<file path="config.mk">
export PLATFORM = sky130hd
export DESIGN_NAME = onewire_rom_search_engine_unit
export DESIGN_NICKNAME = d
export VERILOG_FILES = /design/src/ors_pkg.sv /design/src/ors_step.sv /design/src/onewire_rom_search_engine_unit.sv
export SDC_FILE = /design/constraint.sdc
export NUM_CORES = 1
export LEC_CHECK = 0
export ABC_CLOCK_PERIOD_IN_PS = 3700
export BUFFER_PORTS_ARGS = -buffer_cell sky130_fd_sc_hd__buf_2
export CAP_MARGIN = 20
export CORE_MARGIN = 5
export CORE_UTILIZATION = 50
export CTS_CLUSTER_SIZE = 40
export DETAILED_ROUTE_END_ITERATION = 10
export PLACE_DENSITY = 0.73
export SLEW_MARGIN = 20
export SYNTH_ARGS = -nofsm -noshare
export SYNTH_HDL_FRONTEND = slang
export SYNTH_SLANG_ARGS = --single-unit
</file>
<file path="constraint.sdc">
create_clock -name clk -period 3.7 [get_ports clk]
set_clock_uncertainty 0.1 [all_clocks]
set_input_delay 0.185 -clock clk [delete_from_list [all_inputs] [get_ports clk]]
set_output_delay 0.185 -clock clk [all_outputs]
set_load 0.01 [all_outputs]
</file>
<file path="src/ors_pkg.sv">
// Package for the 1-Wire ROM search engine: search state type, status and
// request kind codes, and limits of the search tree walk. No dependencies.
package ors_pkg;

  localparam int unsigned ROM_W = 64;
  localparam int unsigned POS_W = 7;
  localparam int unsigned FAM_W = 4;
  localparam int unsigned CMD_W = 8;

  localparam logic [POS_W-1:0] ROM_BITS_END = POS_W'(65);
  localparam logic [POS_W-1:0] FAMILY_LIMIT = POS_W'(9);
  localparam logic [CMD_W-1:0] SEARCH_CMD_RESET = 8'hF0;

  typedef enum logic [1:0] {
    KIND_CLEAR = 2'd0,
    KIND_START = 2'd1,
    KIND_PAIR  = 2'd2,
    KIND_RSVD  = 2'd3
  } kind_t;

  typedef enum logic [2:0] {
    ST_CLEARED  = 3'd0,
    ST_SEND_CMD = 3'd1,
    ST_BRANCH   = 3'd2,
    ST_FOUND    = 3'd3,
    ST_NONE     = 3'd4,
    ST_BIT_ERR  = 3'd5,
    ST_OVER     = 3'd6,
    ST_IGNORED  = 3'd7
  } status_t;

  typedef struct packed {
    logic [ROM_W-1:0] rom;
    logic [POS_W-1:0] last_bp;
    logic [FAM_W-1:0] fam_bp;
    logic             enum_done;
    logic [POS_W-1:0] bit_pos;
    logic [POS_W-1:0] pass_zero;
    logic             pass_active;
  } search_state_t;

  typedef struct packed {
    status_t          status;
    logic [CMD_W-1:0] command_byte;
    logic             branch_bit;
  } step_result_t;

  // Clear the search state; the ROM register keeps its contents.
  function automatic search_state_t clear_search(search_state_t s);
    search_state_t r;
    r             = s;
    r.last_bp     = '0;
    r.fam_bp      = '0;
    r.enum_done   = 1'b0;
    r.bit_pos     = POS_W'(1);
    r.pass_zero   = '0;
    r.pass_active = 1'b0;
    return r;
  endfunction

endpackage

</file>
<file path="src/ors_step.sv">
// One search step: next search state and result for one request.
// Combinational; depends on ors_pkg.
module ors_step
  import ors_pkg::*;
(
  input  search_state_t    st,
  input  logic [1:0]       kind,
  input  logic             no_presence,
  input  logic             id_bit,
  input  logic             complement_bit,
  input  logic [CMD_W-1:0] search_cmd,
  output search_state_t    st_nxt,
  output step_result_t     res
);

  logic [POS_W-1:0] pos_inc;
  logic [5:0]       idx;
  logic             dir;
  search_state_t    walk;

  assign idx     = 6'(st.bit_pos - POS_W'(1));
  assign pos_inc = st.bit_pos + POS_W'(1);

  always_comb begin
    if (id_bit != complement_bit) begin
      dir = id_bit;
    end else if (st.bit_pos < st.last_bp) begin
      dir = st.rom[idx];
    end else begin
      dir = (st.bit_pos == st.last_bp);
    end
  end

  always_comb begin
    walk = st;
    walk.rom[idx] = dir;
    if (id_bit == complement_bit && !dir) begin
      walk.pass_zero = st.bit_pos;
      if (st.bit_pos < FAMILY_LIMIT) begin
        walk.fam_bp = FAM_W'(st.bit_pos);
      end
    end
    walk.bit_pos = pos_inc;
    if (pos_inc >= ROM_BITS_END) begin
      walk.pass_active = 1'b0;
      walk.bit_pos     = POS_W'(1);
      walk.last_bp     = walk.pass_zero;
      if (walk.pass_zero == '0) begin
        walk.enum_done = 1'b1;
      end
    end
  end

  always_comb begin
    st_nxt           = st;
    res.status       = ST_IGNORED;
    res.command_byte = '0;
    res.branch_bit   = 1'b0;
    unique case (kind_t'(kind))
      KIND_CLEAR: begin
        st_nxt     = clear_search(st);
        res.status = ST_CLEARED;
      end
      KIND_START: begin
        priority if (st.enum_done) begin
          st_nxt     = clear_search(st);
          res.status = ST_OVER;
        end else if (no_presence) begin
          st_nxt     = clear_search(st);
          res.status = ST_NONE;
        end else begin
          st_nxt.pass_active = 1'b1;
          st_nxt.bit_pos     = POS_W'(1);
          st_nxt.pass_zero   = '0;
          res.status         = ST_SEND_CMD;
          res.command_byte   = search_cmd;
        end
      end
      KIND_PAIR: begin
        if (st.pass_active) begin
          if (id_bit && complement_bit) begin
            st_nxt     = clear_search(st);
            res.status = ST_BIT_ERR;
          end else begin
            res.branch_bit = dir;
            if (pos_inc >= ROM_BITS_END) begin
              if (walk.rom[7:0] == 8'h00) begin
                st_nxt     = clear_search(walk);
                res.status = ST_OVER;
              end else begin
                st_nxt     = walk;
                res.status = ST_FOUND;
              end
            end else begin
              st_nxt     = walk;
              res.status = ST_BRANCH;
            end
          end
        end
      end
      default: begin
        res.status = ST_IGNORED;
      end
    endcase
  end

endmodule

</file>
<file path="src/onewire_rom_search_engine_unit.sv">
// Top level of the 1-Wire ROM search engine: input register, search state,
// result register. Depends on ors_pkg and ors_step.
//
//  channel | direction | tdata                                  | tuser
//  in_     | request   | no_presence, id_bit, complement_bit    | kind
//  out_    | result    | command_byte, branch_bit, rom_code,    | status
//          |           | last_device, family_discrepancy        |
//  cfg_    | write     | search_command                         | -
//
// One request per cycle unless the result stalls, one result per request; a request
// goes through the input register, then the result register, and the search state
// updates as it moves between them. A stalled result holds; one more request is
// taken into the input register meanwhile. Reset is synchronous.
module onewire_rom_search_engine_unit
  import ors_pkg::*;
(
  input  logic        clk,
  input  logic        rst_n,
  input  logic        in_tvalid,
  output logic        in_tready,
  input  logic [7:0]  in_tdata,   // [0] no_presence, [1] id_bit, [2] complement_bit
  input  logic [1:0]  in_tuser,   // [1:0] kind
  output logic        out_tvalid,
  input  logic        out_tready,
  output logic [79:0] out_tdata,  // [7:0] command_byte, [8] branch_bit, [72:9] rom_code,
                                  // [73] last_device, [77:74] family_discrepancy
  output logic [2:0]  out_tuser,  // [2:0] status
  input  logic        cfg_we,
  input  logic [7:0]  cfg_wdata
);

  logic             in_valid_r;
  logic [1:0]       in_kind_r;
  logic [2:0]       in_bits_r;
  logic             out_valid_r;
  step_result_t     res_r;
  logic [ROM_W-1:0] out_rom_r;
  logic             out_last_r;
  logic [FAM_W-1:0] out_fam_r;
  logic [CMD_W-1:0] cmd_r;
  search_state_t    state_r;
  search_state_t    state_nxt;
  step_result_t     res_nxt;
  logic             advance;

  assign advance   = in_valid_r && (!out_valid_r || out_tready);
  assign in_tready = !in_valid_r || advance;

  ors_step u_step (
    .st             (state_r),
    .kind           (in_kind_r),
    .no_presence    (in_bits_r[0]),
    .id_bit         (in_bits_r[1]),
    .complement_bit (in_bits_r[2]),
    .search_cmd     (cmd_r),
    .st_nxt         (state_nxt),
    .res            (res_nxt)
  );

  always_ff @(posedge clk) begin
    if (!rst_n) begin
      in_valid_r  <= 1'b0;
      out_valid_r <= 1'b0;
      cmd_r       <= SEARCH_CMD_RESET;
      state_r     <= clear_search('0);
    end else begin
      if (cfg_we) begin
        cmd_r <= cfg_wdata;
      end
      if (in_tready) begin
        in_valid_r <= in_tvalid;
      end
      if (advance) begin
        out_valid_r <= 1'b1;
        state_r     <= state_nxt;
      end else if (out_tready) begin
        out_valid_r <= 1'b0;
      end
    end
  end

  always_ff @(posedge clk) begin
    if (in_tready && in_tvalid) begin
      in_kind_r <= in_tuser;
      in_bits_r <= in_tdata[2:0];
    end
    if (advance) begin
      res_r      <= res_nxt;
      out_rom_r  <= state_nxt.rom;
      out_last_r <= state_nxt.enum_done;
      out_fam_r  <= state_nxt.fam_bp;
    end
  end

  assign out_tvalid = out_valid_r;
  assign out_tuser  = res_r.status;
  assign out_tdata  = {2'b00, out_fam_r, out_last_r, out_rom_r, res_r.branch_bit,
                       res_r.command_byte};

endmodule

</file>
; ---- Word level (Yosys, flattened, before mapping)
; Index checks and enable logic that the tools add are counted.
[word_totals]
rom_bits = 0
ff_bits = 187
latchBits = 0
word_cells = 86
mem_bits_rw = 0
out_inout_bits = 85
n_memories = 0
in_bits = 23
[op_classes]
shift = 0
mul = 0
muxes = 31
bitwise_logic = 3
eq_ne = 7
magnitude_cmp = 5
add_sub_neg = 2
n_reduce_logical = 20
n_div = 0
[op_table]
columns = op, n
row1 = case mux 91 bit (3 select lines), 1
row2 = two-way mux 91 bit, 2
row3 = two-way mux 27 bit, 3
row4 = bitwise mux 64 bit, 1
row5 = two-way mux 3 bit, 6
row6 = two-way mux 7 bit, 2
row7 = two-way mux 12 bit, 1
row8 = two-way mux 1 bit, 9
row9 = case mux 3 bit (3 select lines), 1
row10 = logical NOT 8 bit, 1
row11 = two-way mux 4 bit, 2
row12 = two-way mux 8 bit, 1
row13 = "adder 7 x 1 -> 7 bit, second input constant", 1
row14 = == test 7 bit, 1
row15 = "greater-or-equal comparator 7 bit, second input constant", 1
row16 = logical NOT 7 bit, 1
row17 = "less-than comparator 6 x 7 -> 1 bit, second input constant", 1
row18 = "less-than comparator 7 x 4 -> 1 bit, second input constant", 1
row19 = less-than comparator 7 bit, 1
row20 = binary-select mux 1 bit (select 6 bit), 1
row21 = demux 1 bit (select 6 bit), 1
row22 = "greater-or-equal comparator 6 x 1 -> 1 bit, second input constant", 1
row23 = OR reduction 3 bit, 2
row24 = "subtractor 6 x 1 -> 6 bit, second input constant", 1
row25 = 16 further kinds, 25

; ---- Longest topological paths before layout
; Gate-level depths: netlist of run 1.
[logic_depth]
depth_word = 16
mapped_depth = 18
ltp_nobuf = 10

; ---- Cells and area by module
; From an unflattened synthesis of run 1, not the netlist that was laid out.
[hier_totals]
cells_unflattened = 1045
hier_area_um2 = 10082.2
[by_module_without_submodules]
columns = module, area_per_inst_um2, n_inst, seq_area_each_um2, cells_per_inst
row1 = onewire_rom_search_engine_unit, 6688.9, 1, 4604.4, 520
row2 = ors_step, 3393.3, 1, 0.0, 525

; ---- Worst setup path before layout of run 1
; No wires, ideal clock.
[synth_path]
path_kind = register to register
startpoint = register state_r[8] (netlist bit)
endpoint = register out_rom_r[32] (data pin)
required_ps = 3435
setup_slack_ps = -104
arrival_time_ps = 3539
synth_period_minus_slack_ps = 3804
path_stages_with_launch = 17
n_path_buf = 6
setup_time_ps = 165
path_cell_list = dfxtp_1 clkbuf_1 clkinv_1 ha_1 buf_2 xor2_4 mux2i_1 o22a_1 a311o_1 or4_4 o21bai_2 buf_6 nand2_2 buf_6 buf_6 buf_6 o31ai_2
[synth_lines]
columns = item, line_no
row1 = "start, declared", onewire_rom_search_engine_unit.sv:41  ; search_state_t state_r;
row2 = "start signal, assigned", onewire_rom_search_engine_unit.sv:65  ; state_r <= clear_search('0);
row3 = "start signal, assigned", onewire_rom_search_engine_unit.sv:75  ; state_r <= state_nxt;
row4 = "end signal, assigned", onewire_rom_search_engine_unit.sv:89  ; out_rom_r <= state_nxt.rom;
row5 = "end, declared", onewire_rom_search_engine_unit.sv:37  ; logic [ROM_W-1:0] out_rom_r;

==> results of run 1 <==
cells in the mapped netlist, types with 19 or more instances:
library cell | n | area, sq um
sky130_fd_sc_hd__edfxtp_1 | 86 | 2580
sky130_fd_sc_hd__clkbuf_1 | 70 | 263
sky130_fd_sc_hd__mux2i_1 | 34 | 340
sky130_fd_sc_hd__o211ai_1 | 36 | 270
sky130_fd_sc_hd__nand2_1 | 111 | 417
sky130_fd_sc_hd__o311ai_0 | 32 | 280
sky130_fd_sc_hd__a21oi_1 | 19 | 95.1
sky130_fd_sc_hd__o31ai_1 | 73 | 548
sky130_fd_sc_hd__inv_1 | 21 | 78.8
sky130_fd_sc_hd__o21ai_0 | 74 | 370
sky130_fd_sc_hd__o41ai_2 | 32 | 521
sky130_fd_sc_hd__nor2_1 | 39 | 146
sky130_fd_sc_hd__dfxtp_1 | 101 | 2020
layer usage:
| metal | global-route usage [%] | wire (um) |
|---|---|---|
| met1 | 28.7 | 10400 |
| met2 | 34.9 | 11300 |
| met3 | 4.27 | 1380 |
| met4 | 5.31 | 319 |
| met5 | 0 | 0 |
through the flow:
step	TNS (ps)	hold slack (ps)
finish	0	45.1
global route	0	43.0
CTS	0	22.0
detailed placement	-75.1	263
global placement	0	263
floorplan	0	184
path summary, 6_finish.rpt:
check,startpoint,depth (start not counted),end
setup reg to reg,state_r[10]$_SDFFE_PN0P_,11,out_rom_r[29]$_DFFE_PP_
hold reg to reg,state_r[20]$_SDFFE_PN0P_,2,state_r[20]$_SDFFE_PN0P_
setup / recovery,state_r[10]$_SDFFE_PN0P_,11,out_rom_r[29]$_DFFE_PP_
hold / removal,rst_n,2,cmd_r[5]$_SDFFE_PN1P_
state kept, by name (all words and copies together) (netlist names):
name,cells
cmd_r,8
in_bits_r,3
in_kind_r,2
in_valid_r,1
out_fam_r,4
out_last_r,1
out_rom_r,64
out_tdata,9
out_tuser,3
out_tvalid,1
state_r,91
layout by cell type (no fill, tap or decap), types with 6 or more instances in the layout:
| master | n |
|---|---|
| sky130_fd_sc_hd__a21oi_1 | 19 |
| sky130_fd_sc_hd__a22oi_1 | 9 |
| sky130_fd_sc_hd__and2_1 | 10 |
| sky130_fd_sc_hd__buf_2 | 100 |
| sky130_fd_sc_hd__buf_4 | 48 |
| sky130_fd_sc_hd__clkbuf_16 | 17 |
| sky130_fd_sc_hd__dfxtp_1 | 101 |
| sky130_fd_sc_hd__dlygate4sd3_1 | 16 |
| sky130_fd_sc_hd__edfxtp_1 | 86 |
| sky130_fd_sc_hd__ha_1 | 9 |
| sky130_fd_sc_hd__inv_1 | 20 |
| sky130_fd_sc_hd__mux2i_1 | 34 |
| sky130_fd_sc_hd__nand2_1 | 110 |
| sky130_fd_sc_hd__nand2b_1 | 9 |
| sky130_fd_sc_hd__nand3_1 | 16 |
| sky130_fd_sc_hd__nor2_1 | 38 |
| sky130_fd_sc_hd__nor2b_1 | 7 |
| sky130_fd_sc_hd__nor3_1 | 12 |
| sky130_fd_sc_hd__nor4_1 | 6 |
| sky130_fd_sc_hd__o211ai_1 | 36 |
| sky130_fd_sc_hd__o21ai_0 | 74 |
| sky130_fd_sc_hd__o22ai_1 | 10 |
| sky130_fd_sc_hd__o311ai_0 | 32 |
| sky130_fd_sc_hd__o31ai_1 | 72 |
| sky130_fd_sc_hd__o31ai_2 | 7 |
| sky130_fd_sc_hd__o32ai_1 | 7 |
| sky130_fd_sc_hd__o41ai_2 | 32 |
report_power, final:
part           internal, mW  total (mW)  switching [mW]
combinational         0.112       0.352           0.239
clock                  1.02        1.88           0.855
sequential             2.20        2.22          0.0157
total                  3.34        4.45            1.11
logic make-up (layout without fill, tap and decap cells):
| logic type | after synthesis | in the layout | share of synthesized area [%] |
|---|---|---|---|
| other | 1 | 2 | 0.0392 |
| and+or+nand+nor | 240 | 240 | 11.8 |
| muxes | 42 | 42 | 5.09 |
| adders and majority gates | 10 | 10 | 1.31 |
| AOI/OAI and AO/OA | 332 | 332 | 27.7 |
| buffers and inverters | 113 | 222 | 5.30 |
| xor gates and xnor gates | 5 | 5 | 0.654 |
| DFF | 187 | 187 | 48.1 |
cell type report:
class | instances | share of cell area [%]
Clock buffer | 17 | 3.82
Multi-Input combinational cell | 631 | 40.3
Timing Repair Buffer | 166 | 9.52
Clock inverter | 15 | 1.64
Tap cell | 234 | 2.63
Sequential cell | 187 | 41.3
Inverter | 24 | 0.831
worst max-delay path, stage by stage, from the launching register on:
cell and delay [ps]:
sky130_fd_sc_hd__dfxtp_1 570, sky130_fd_sc_hd__ha_1 320, sky130_fd_sc_hd__a21oi_1 120, sky130_fd_sc_hd__o21ai_0 120
sky130_fd_sc_hd__o221a_2 280, sky130_fd_sc_hd__a311o_1 350, sky130_fd_sc_hd__or4_4 470, sky130_fd_sc_hd__o21bai_2 200
sky130_fd_sc_hd__nand2_4 180, sky130_fd_sc_hd__buf_12 220, sky130_fd_sc_hd__buf_4 180, sky130_fd_sc_hd__o21ai_0 170
timing repair:
action,in CTS,in global routing
setup endpoints to repair,23,47
resized for setup,0,2
hold endpoints to repair,15,0
hold buffers,16,0
setup buffers,3,0
pin swaps,1,0
==> flow_summary.rst, run 1 <==
.. list-table::
   :header-rows: 1

   * - Metric
     - Value
   * - Clock buffer count from CTS
     - 17
   * - Clock tree from TritonCTS
     - done
   * - Worst Setup Path Type
     - reg2reg
   * - Total GRT Usage
     - 21.1%
   * - Total Die Area
     - 22000 sq um
   * - Post-layout instance count excluding filler cells
     - 1274
   * - H-Tree Level Count
     - 4
   * - Outcome
     - finished, final reports clean
   * - Total overflow reported by the global router
     - 0
   * - Number of enable flip-flop cells after synthesis
     - 86
   * - Fin crit period
     - 3470 ps
   * - Area after detailed placement
     - 10400 sq um
   * - Yosys warnings
     - 0
   * - Final weighted congestion in routability-driven placement
     - 0.862
   * - Fraction of synthesis flops using an asynchronous set or reset pin
     - 0%
   * - Static Leakage
     - 3.96 nW
   * - Number of distinct library cells after synthesis
     - 72
   * - Netlist area before placement
     - 9560 sq um
   * - Number of global-route vias before repair
     - 7315
   * - Required time of the critical path
     - 3870 ps
   * - Die outline width
     - 148 um
   * - Proportion of layout cells with a drive suffix above 1
     - 24.1%
   * - Via count of the routed design
     - 7877
   * - Type of destination of the critical path
     - register
   * - Main flop type after synthesis
     - sky130_fd_sc_hd__dfxtp_1
   * - Number of filler instances in the final layout
     - 1569
   * - Buffers added on ports
     - 100
   * - Critical path peak fanout
     - 47
   * - Num Clock Sinks
     - 187
   * - Synthesis-to-finish area growth
     - 16.5%
   * - Worst reg2reg setup slack
     - 230 ps
   * - Final cell area excluding filler cells
     - 11100 sq um
   * - Clk slew on worst S/H paths
     - 80 ps
   * - Final routed wirelength across all metal layers
     - 23.4 mm
   * - Die Ht
     - 148 um
   * - Slew of the pin with the lowest slew margin
     - 716 ps
   * - Global-route wire length before repair
     - 38.0 mm
   * - Pin count of the biggest net entering global routing
     - 66
   * - Mean area per synthesized cell
     - 10.3 sq um
   * - Max-capacitance violation count
     - 0
   * - First-pass detailed-route iteration total
     - 6
   * - PnR Total Power
     - 4.45 mW
   * - Max Clk Rate
     - 289 MHz
   * - Kind of start point of the critical path
     - register
   * - Placed insts
     - 1223
   * - Final setup viols
     - 0
   * - Post-layout net count
     - 1060
   * - Diode insertion count for antenna repair
     - 0
   * - Later-pin clock latency in the skew report
     - 430 ps
   * - Unrepaired setup endpoints after global routing
     - no
   * - Routed wire length per instance
     - 18.4 um
   * - Min setup slack post-route
     - 234 ps
   * - Buffer depth of the longest clock path
     - 2
   * - Root buf cell
     - sky130_fd_sc_hd__clkbuf_16
   * - Power per Cell Area
     - 399 nW/um^2
   * - Initial core utilization
     - 51.0%
   * - Path category of the worst min-delay check
     - in2reg
   * - Share of the clock period used by the worst path
     - 93.7%
   * - Core Box Area
     - 18800 sq um
   * - Endpoints failing hold
     - 0
   * - Post-layout util
     - 59.4%
   * - Number of standard-cell rows in the floorplan
     - 50
   * - Data arrival time of the worst path
     - 3640 ps
   * - Routed Antenna Nets
     - 0
   * - Cell count after synthesis
     - 930
   * - Via count normalized by instance count
     - 6.18
   * - Count of unresolved DRC violations after routing
     - 0
   * - Largest voltage drop on the vdd net
     - 313 uV
   * - Number of antenna violations at the first check in global routing
     - 0
   * - Slew headroom
     - 52.2%
   * - Max-slew violations
     - 0
   * - Half-perimeter wire length of the detailed placement result
     - 15.4 mm
   * - DRC marker count from the first detailed-route iteration
     - 839
   * - Number of placed I/O pins
     - 108
   * - Area used by sequential logic in the layout
     - 4600 sq um
   * - Minimum setup slack after placement
     - -27.2 ps
   * - Part of the Yosys area used for sequential elements
     - 48.1%
   * - Number of synthesized register bits
     - 187
   * - Area occupied by multi-input gates
     - 4490 sq um
No activity file was read; power rests on OpenSTA's default activity.
==> inputs of run 2 (changes only) <==
--- a/config.mk
+++ b/config.mk
@@ -9,10 +9,10 @@
 export BUFFER_PORTS_ARGS = -buffer_cell sky130_fd_sc_hd__buf_2
 export CAP_MARGIN = 20
 export CORE_MARGIN = 5
-export CORE_UTILIZATION = 50
+export CORE_UTILIZATION = 53
 export CTS_CLUSTER_SIZE = 40
 export DETAILED_ROUTE_END_ITERATION = 10
-export PLACE_DENSITY = 0.73
+export PLACE_DENSITY = 0.76
 export SLEW_MARGIN = 20
 export SYNTH_ARGS = -nofsm -noshare
 export SYNTH_HDL_FRONTEND = slang
==> run 2 against run 1 <==
  * Die area shrank 5.3%
  * First-iteration DRC count shrank 11%
  * Maximum frequency shrank 1.4%
  * Critical path depth grew 1
  * Hold slack gained 14 ps
  * Via count grew 0.90%
  * Setup slack lost 48 ps
  * Power grew 0.97%
  * Clock-buffer cell count grew 3
  * Sequential share of layout area shrank 0.060 points
  * Cell count shrank 0.63%
  * Cell area grew 0.15%
==> flow_summary.rst, run 2 (synthesis results as in run 1) <==
.. list-table::
   :header-rows: 1

   * - Metric
     - Value
   * - Count of unresolved DRC violations after routing
     - 0 (unchanged)
   * - Max-capacitance violation count
     - 0 (unchanged)
   * - Post-layout instance count excluding filler cells
     - 1266 (-0.63%)
   * - Total Die Area
     - 20800 sq um (-5.3%)
   * - Via count of the routed design
     - 7948 (+0.90%)
   * - Root buf cell
     - sky130_fd_sc_hd__clkbuf_16
   * - Initial core utilization
     - 53.6% (+2.6 points)
   * - Final cell area excluding filler cells
     - 11200 sq um (+0.15%)
   * - Die outline width
     - 144 um (-2.7%)
   * - Worst Setup Path Type
     - reg2reg
   * - Required time of the critical path
     - 3850 ps (-20 ps)
   * - Number of cells on the worst reg-to-reg path
     - 12 (+1)
   * - Largest voltage drop on the vdd net
     - 333 uV (+6.1%)
   * - Final setup viols
     - 0 (unchanged)
   * - Total GRT Usage
     - 22.4% (+1.3 points)
   * - Post-layout net count
     - 1057 (-0.28%)
   * - Slew headroom
     - 36.2% (-16 points)
   * - Num Clock Sinks
     - 187 (unchanged)
   * - Reg-to-Reg Start
     - state_r[8]$_SDFFE_PN1P_
   * - Unrepaired setup endpoints after global routing
     - no
   * - Most frequent cells in the layout
     - 110 x sky130_fd_sc_hd__nand2_1, 101 x sky130_fd_sc_hd__dfxtp_1, 100 x sky130_fd_sc_hd__buf_2, 86 x sky130_fd_sc_hd__edfxtp_1, 73 x sky130_fd_sc_hd__o21ai_0
   * - Diode insertion count for antenna repair
     - 0 (unchanged)
   * - Buffer depth of the longest clock path
     - 2 (unchanged)
   * - Routed Antenna Nets
     - 0 (unchanged)
   * - Clk slew on worst S/H paths
     - 70 ps (about the same)
   * - Endpoints failing hold
     - 0 (unchanged)
   * - Static Leakage
     - 3.97 nW (+0.25%)
   * - H-Tree Level Count
     - 4 (unchanged)
   * - Clock buffer count from CTS
     - 17 (unchanged)
   * - Core Box Area
     - 17800 sq um (-4.9%)
   * - Largest reg by FF count
     - state_r
   * - Max-slew violations
     - 0 (unchanged)
   * - Type of destination of the critical path
     - register
   * - Area after detailed placement
     - 10400 sq um (+0.11%)
   * - Outcome
     - finished, final reports clean
   * - Max FFs per register
     - 91 (unchanged)
   * - Proportion of layout cells with a drive suffix above 1
     - 23.9% (-0.22 points)
   * - Data arrival time of the worst path
     - 3660 ps (+20 ps)
   * - Most common cell after layout, fill and taps aside
     - sky130_fd_sc_hd__nand2_1
   * - Routed wire length per instance
     - 18.5 um (+0.72%)
   * - Number of placed I/O pins
     - 108 (unchanged)
   * - Half-perimeter wire length of the detailed placement result
     - 15.4 mm (+0.53%)
   * - Minimum setup slack after placement
     - 16.9 ps (+44.1 ps)
   * - Min setup slack post-route
     - 187 ps (-47.5 ps)
   * - Path category of the worst min-delay check
     - in2reg
   * - Final weighted congestion in routability-driven placement
     - 0.904 (+4.9%)
   * - Min Hold Slack
     - 59.1 ps (+13.9 ps)
   * - Number of standard-cell rows in the floorplan
     - 49 (-2.0%)
   * - Worst reg2reg setup slack
     - 190 ps (-50 ps)
   * - Synthesis-to-finish area growth
     - 16.7%
   * - Number of antenna violations at the first check in global routing
     - 0 (unchanged)
   * - Placed insts
     - 1217 (-0.49%)
   * - Global-route wire length before repair
     - 37.5 mm (-1.2%)
   * - Slew of the pin with the lowest slew margin
     - 957 ps (+241 ps)
   * - Clock tree from TritonCTS
     - done
   * - Later-pin clock latency in the skew report
     - 430 ps (about the same)
   * - Total overflow reported by the global router
     - 0 (unchanged)
   * - Share of the clock period used by the worst path
     - 94.9% (+1.3 points)
   * - Hold Startpoint
     - cfg_we
   * - Via count normalized by instance count
     - 6.28 (+1.5%)
   * - DRC marker count from the first detailed-route iteration
     - 750 (-11%)
   * - Aggregate negative setup slack
     - 0 ps (unchanged)
   * - Critical path peak fanout
     - 24 (-49%)
   * - Kind of start point of the critical path
     - register
   * - Max Clk Rate
     - 285 MHz (-1.4%)
   * - Buffers added on ports
     - 100 (unchanged)
   * - Die Ht
     - 144 um (-2.7%)
   * - Fin crit period
     - 3510 ps (+47.5 ps)
   * - Number of instances on the worst hold path
     - 3 (+1)
   * - Destination of the worst hold path
     - cmd_r[4]$_SDFFE_PN1P_
   * - Number of global-route vias before repair
     - 7301 (-0.19%)
   * - Capturing point of the worst reg2reg path
     - out_rom_r[25]$_DFFE_PP_
   * - First-pass detailed-route iteration total
     - 6 (unchanged)
   * - Pin count of the biggest net entering global routing
     - 66 (unchanged)
   * - Power per Cell Area
     - 402 nW/um^2 (+0.82%)
   * - Final routed wirelength across all metal layers
     - 23.4 mm (about the same)
==> run 2: cell types whose count changed in the layout (fill, tap and decap cells not counted), sizes merged <==
cell	before	now
clkbuf	17	20
buf	150	148
inv	27	25
bufinv	2	3
clkinv	9	8
clkinvlp	1	0
dlygate4sd3	16	15
==> run 2: worst max-delay path by stage <==
stage,endpoint,start,slack [ps]
2_1_floorplan,out_rom_r[32]$_DFFE_PP_,state_r[8]$_SDFFE_PN1P_,70
3_3_place_gp,out_rom_r[25]$_DFFE_PP_,state_r[8]$_SDFFE_PN1P_,60
3_5_place_dp,out_rom_r[45]$_DFFE_PP_,state_r[8]$_SDFFE_PN1P_,20
4_1_cts,out_rom_r[45]$_DFFE_PP_,state_r[8]$_SDFFE_PN1P_,60
5_1_grt,out_rom_r[24]$_DFFE_PP_,state_r[10]$_SDFFE_PN0P_,20
6_report,out_rom_r[25]$_DFFE_PP_,state_r[8]$_SDFFE_PN1P_,190
==> run 2: metrics by stage <==
stage | power, mW | utilization (%)
CTS | 4.50 | 62.4
global placement | 2.60 | 58.1
floorplan | 2.49 | -
finish | 4.49 | 62.6
global route | 4.63 | 62.6
detailed placement | 2.61 | 58.1
==> run 2: area by class of cell <==
type                    count  area [sq um]
fillers                  1419          6680
well taps                 229           287
repair buffers            163          1060
flip-flops and latches    187          4600
clock inverters            12           158
multi-input cells         631          4500
clock buffers              20           457
inverters                  24          92.6
==> run 2: layer usage <==
metal	vias to the layer above	wire length, um	share of wire (%)	GRT usage (%)
li1	3793	-	-	-
met1	3830	10300	44	31.2
met2	290	11100	47	35.6
met3	35	1540	6.6	4.30
met4	0	466	2.0	7.02
met5	-	0	0	0
==> run 2: where the power goes <==
group	internal (mW)	switching [mW]
Clock	1.11	0.804
Combinational	0.120	0.241
Sequential	2.20	0.0148
Total	3.43	1.06
==> run 2: timing repair <==
item / 4_1_cts / 5_1_grt
pin swaps: 0 / 1
endpoints found under the hold margin: 15 / 0
hold buffers: 15 / 0
setup endpoints to repair: 1 / 100
resized for setup: 1 / 3
setup buffers: 0 / 2
==> run 2: critical path, cell delays in order, from the launching register on <==
cell and delay (ps):
sky130_fd_sc_hd__dfxtp_1 360, sky130_fd_sc_hd__clkinv_2 70, sky130_fd_sc_hd__ha_1 550, sky130_fd_sc_hd__and2_1 380
sky130_fd_sc_hd__a221oi_1 150, sky130_fd_sc_hd__o2111ai_1 200, sky130_fd_sc_hd__a21oi_1 90, sky130_fd_sc_hd__or4_4 530
sky130_fd_sc_hd__o21bai_4 180, sky130_fd_sc_hd__nand2_4 110, sky130_fd_sc_hd__buf_12 190, sky130_fd_sc_hd__buf_4 170
sky130_fd_sc_hd__o21ai_0 240
==> inputs of run 3 (changes only) <==
--- a/config.mk
+++ b/config.mk
@@ -5,14 +5,14 @@
 export SDC_FILE = /design/constraint.sdc
 export NUM_CORES = 1
 export LEC_CHECK = 0
-export ABC_CLOCK_PERIOD_IN_PS = 3700
+export ABC_CLOCK_PERIOD_IN_PS = 3850
 export BUFFER_PORTS_ARGS = -buffer_cell sky130_fd_sc_hd__buf_2
 export CAP_MARGIN = 20
 export CORE_MARGIN = 5
-export CORE_UTILIZATION = 53
+export CORE_UTILIZATION = 59
 export CTS_CLUSTER_SIZE = 40
 export DETAILED_ROUTE_END_ITERATION = 10
-export PLACE_DENSITY = 0.76
+export PLACE_DENSITY = 0.8
 export SLEW_MARGIN = 20
 export SYNTH_ARGS = -nofsm -noshare
 export SYNTH_HDL_FRONTEND = slang
==> constraint.sdc (replaced) <==
create_clock -name clk -period 3.85 [get_ports clk]
set_clock_uncertainty 0.1 [all_clocks]
set_input_delay 0.1925 -clock clk [delete_from_list [all_inputs] [get_ports clk]]
set_output_delay 0.1925 -clock clk [all_outputs]
set_load 0.01 [all_outputs]
==> run 3 against run 2 <==
  * Register-to-register slack better by 20 ps
  * Maximum frequency down 3.5%
  * Utilization is 7.6 points higher
  * Critical endpoint is now out_rom_r[27]$_DFFE_PP_
  * Largest cell class unchanged
==> flow_summary.rst, run 3 (synthesis results as in run 1) <==
.. list-table::
   :header-rows: 1

   * - Metric
     - Value
   * - Outcome
     - finished, final reports clean
   * - Path category of the worst min-delay check
     - in2reg
   * - Min setup slack post-route
     - 208 ps (+21.5 ps)
   * - Max FFs per register
     - 91 (unchanged)
   * - Pin count of the biggest net entering global routing
     - 80 (+21%)
   * - Kind of start point of the critical path
     - register
   * - Static Leakage
     - 3.93 nW (-0.89%)
   * - Critical path peak fanout
     - 44 (+83%)
   * - Minimum setup slack after placement
     - 142 ps (+125 ps)
   * - Critical-path cell with the highest stage delay
     - sky130_fd_sc_hd__or4_4
   * - Type of destination of the critical path
     - register
   * - Final setup viols
     - 0 (unchanged)
   * - Clock buffer count from CTS
     - 17 (unchanged)
   * - Final weighted congestion in routability-driven placement
     - 0.924 (+2.2%)
   * - Largest reg by FF count
     - state_r
   * - Aggregate negative setup slack
     - 0 ps (unchanged)
   * - Slew of the pin with the lowest slew margin
     - 836 ps (-121 ps)
   * - Num Clock Sinks
     - 187 (unchanged)
   * - Final routed wirelength across all metal layers
     - 23.4 mm (-0.11%)
   * - Data arrival time of the worst path
     - 3810 ps (+150 ps)
   * - Max-capacitance violation count
     - 0 (unchanged)
   * - Post-layout net count
     - 1056 (-0.095%)
   * - DRC marker count from the first detailed-route iteration
     - 919 (+23%)
   * - Routed wire length per instance
     - 18.7 um (+1.0%)
   * - Power per Cell Area
     - 384 nW/um^2 (-4.4%)
   * - Routed Antenna Nets
     - 0 (unchanged)
   * - Endpoints failing hold
     - 0 (unchanged)
   * - Core Box Area
     - 15900 sq um (-11%)
   * - Worst path max stage delay
     - 600 ps (+50 ps)
   * - Global-route wire length before repair
     - 36.8 mm (-1.9%)
   * - Root buf cell
     - sky130_fd_sc_hd__clkbuf_16
   * - Total GRT Usage
     - 24.7% (+2.3 points)
   * - Proportion of layout cells with a drive suffix above 1
     - 23.4% (-0.56 points)
   * - Crit-path leading delay family
     - buffers and inverters
   * - Most frequent cells in the layout
     - 110 x sky130_fd_sc_hd__nand2_1, 101 x sky130_fd_sc_hd__dfxtp_1, 100 x sky130_fd_sc_hd__buf_2, 86 x sky130_fd_sc_hd__edfxtp_1, 74 x sky130_fd_sc_hd__o21ai_0
   * - Buffers added on ports
     - 100 (unchanged)
   * - Number of standard-cell rows in the floorplan
     - 46 (-6.1%)
   * - Initial core utilization
     - 60.2% (+6.6 points)
   * - Total Die Area
     - 18900 sq um (-9.5%)
   * - Unrepaired setup endpoints after global routing
     - no
   * - Half-perimeter wire length of the detailed placement result
     - 15.1 mm (-2.2%)
   * - List of cells traversed by the critical path
     - clkinv_1, ha_1, xor2_4, buf_12, buf_4, mux2i_1, a22oi_1, a21boi_0, or4_4, o21bai_2, nand2_4, buf_12, buf_4, o21ai_0
   * - First-pass detailed-route iteration total
     - 6 (unchanged)
   * - Most common cell after layout, fill and taps aside
     - sky130_fd_sc_hd__nand2_1
   * - Later-pin clock latency in the skew report
     - 440 ps (about the same)
   * - Diode insertion count for antenna repair
     - 0 (unchanged)
   * - Count of unresolved DRC violations after routing
     - 0 (unchanged)
   * - Clock tree from TritonCTS
     - done
   * - Required time of the critical path
     - 4020 ps (+170 ps)
   * - Total overflow reported by the global router
     - 0 (unchanged)
   * - Die Ht
     - 137 um (-4.9%)
   * - Clk slew on worst S/H paths
     - 70 ps (about the same)
   * - Number of global-route vias before repair
     - 7219 (-1.1%)
   * - Max-slew violations
     - 0 (unchanged)
   * - Max Clk Rate
     - 275 MHz (-3.5%)
   * - Largest voltage drop on the vdd net
     - 350 uV (+5.4%)
   * - Fin crit period
     - 3640 ps (+129 ps)
   * - Die outline width
     - 137 um (-4.9%)
   * - H-Tree Level Count
     - 4 (unchanged)
   * - Buffer depth of the longest clock path
     - 2 (unchanged)
   * - Share of the clock period used by the worst path
     - 94.6% (-0.36 points)
   * - Synthesis-to-finish area growth
     - 16.6%
   * - Worst Setup Path Type
     - reg2reg
   * - Crit path buf inv count
     - 5 (+2)
   * - Slew headroom
     - 43.8% (+7.6 points)
   * - Number of placed I/O pins
     - 108 (unchanged)
   * - Via count of the routed design
     - 8003 (+0.69%)
   * - Via count normalized by instance count
     - 6.39 (+1.8%)
   * - Number of antenna violations at the first check in global routing
     - 0 (unchanged)
   * - Post-layout util
     - 70.2% (+7.6 points)
==> run 3: path summary, 6_finish.rpt <==
path / start / endpoint / slack (ps) / cells after the start
worst max-delay path: state_r[8]$_SDFFE_PN1P_ / out_rom_r[27]$_DFFE_PP_ / 210 / 14
worst min-delay path: rst_n / state_r[15]$_SDFFE_PN0P_ / 80 / 3
worst max register to register: state_r[8]$_SDFFE_PN1P_ / out_rom_r[27]$_DFFE_PP_ / 210 / 14
worst min register to register: state_r[20]$_SDFFE_PN0P_ / state_r[20]$_SDFFE_PN0P_ / 360 / 2
==> run 3: routing by layer <==
layer | part of all wire, % | global-route usage, % | up-vias | wire length (um)
li1 | - | - | 3791 | -
met3 | 8.3 | 5.26 | 42 | 1940
met5 | 0 | 0 | - | 0
met4 | 2.0 | 8.54 | 0 | 463
met1 | 41 | 32.4 | 3784 | 9540
met2 | 49 | 40.8 | 386 | 11400
==> run 3: worst register-to-register path: cells and delay by family, from the launching register on <==
kind | cells | cell delay, ps
buffers and inverters | 5 | 830
xor gates and xnor gates | 1 | 230
AOI/OAI and AO/OA | 4 | 750
DFF | 1 | 330
muxes | 1 | 120
and+or+nand+nor | 2 | 810
adders and majority gates | 1 | 320
==> run 3: per-stage QoR <==
step | std cells | instance area, sq um | hold slack, ps | total power, mW
3_5_place_dp | 1198 | 10300 | 271 | 2.49
3_3_place_gp | 1198 | 10300 | 269 | 2.49
4_1_cts | 1249 | 11100 | 78.9 | 4.29
6_report | 1252 | 11100 | 79.5 | 4.29
2_1_floorplan | 931 | 9570 | 191 | 2.40
5_1_grt | 1252 | 11100 | 74.6 | 4.42
==> run 3: where the power goes <==
part / internal [mW] / leakage [nW] / switching [mW] / total [mW]
clock: 1.03 / 0.291 / 0.782 / 1.81
combinational: 0.109 / 2.00 / 0.231 / 0.340
sequential: 2.12 / 1.64 / 0.0148 / 2.13
==> run 3: layout make-up <==
type / instances / area (sq um)
clock buffer: 17 / 425
clock inverter: 15 / 185
fill: 1203 / 4740
inverter: 24 / 91.3
multi-input combinational: 631 / 4500
sequential: 187 / 4600
tap: 216 / 270
timing repair buffer: 162 / 1080
==> run 3: repair_timing <==
item / 4_1_cts / 5_1_grt
resized for setup: 0 / 2
setup buffers: 0 / 3
hold buffers: 19 / 0
endpoints found under the setup margin: 0 / 64
endpoints found under the hold margin: 15 / 0
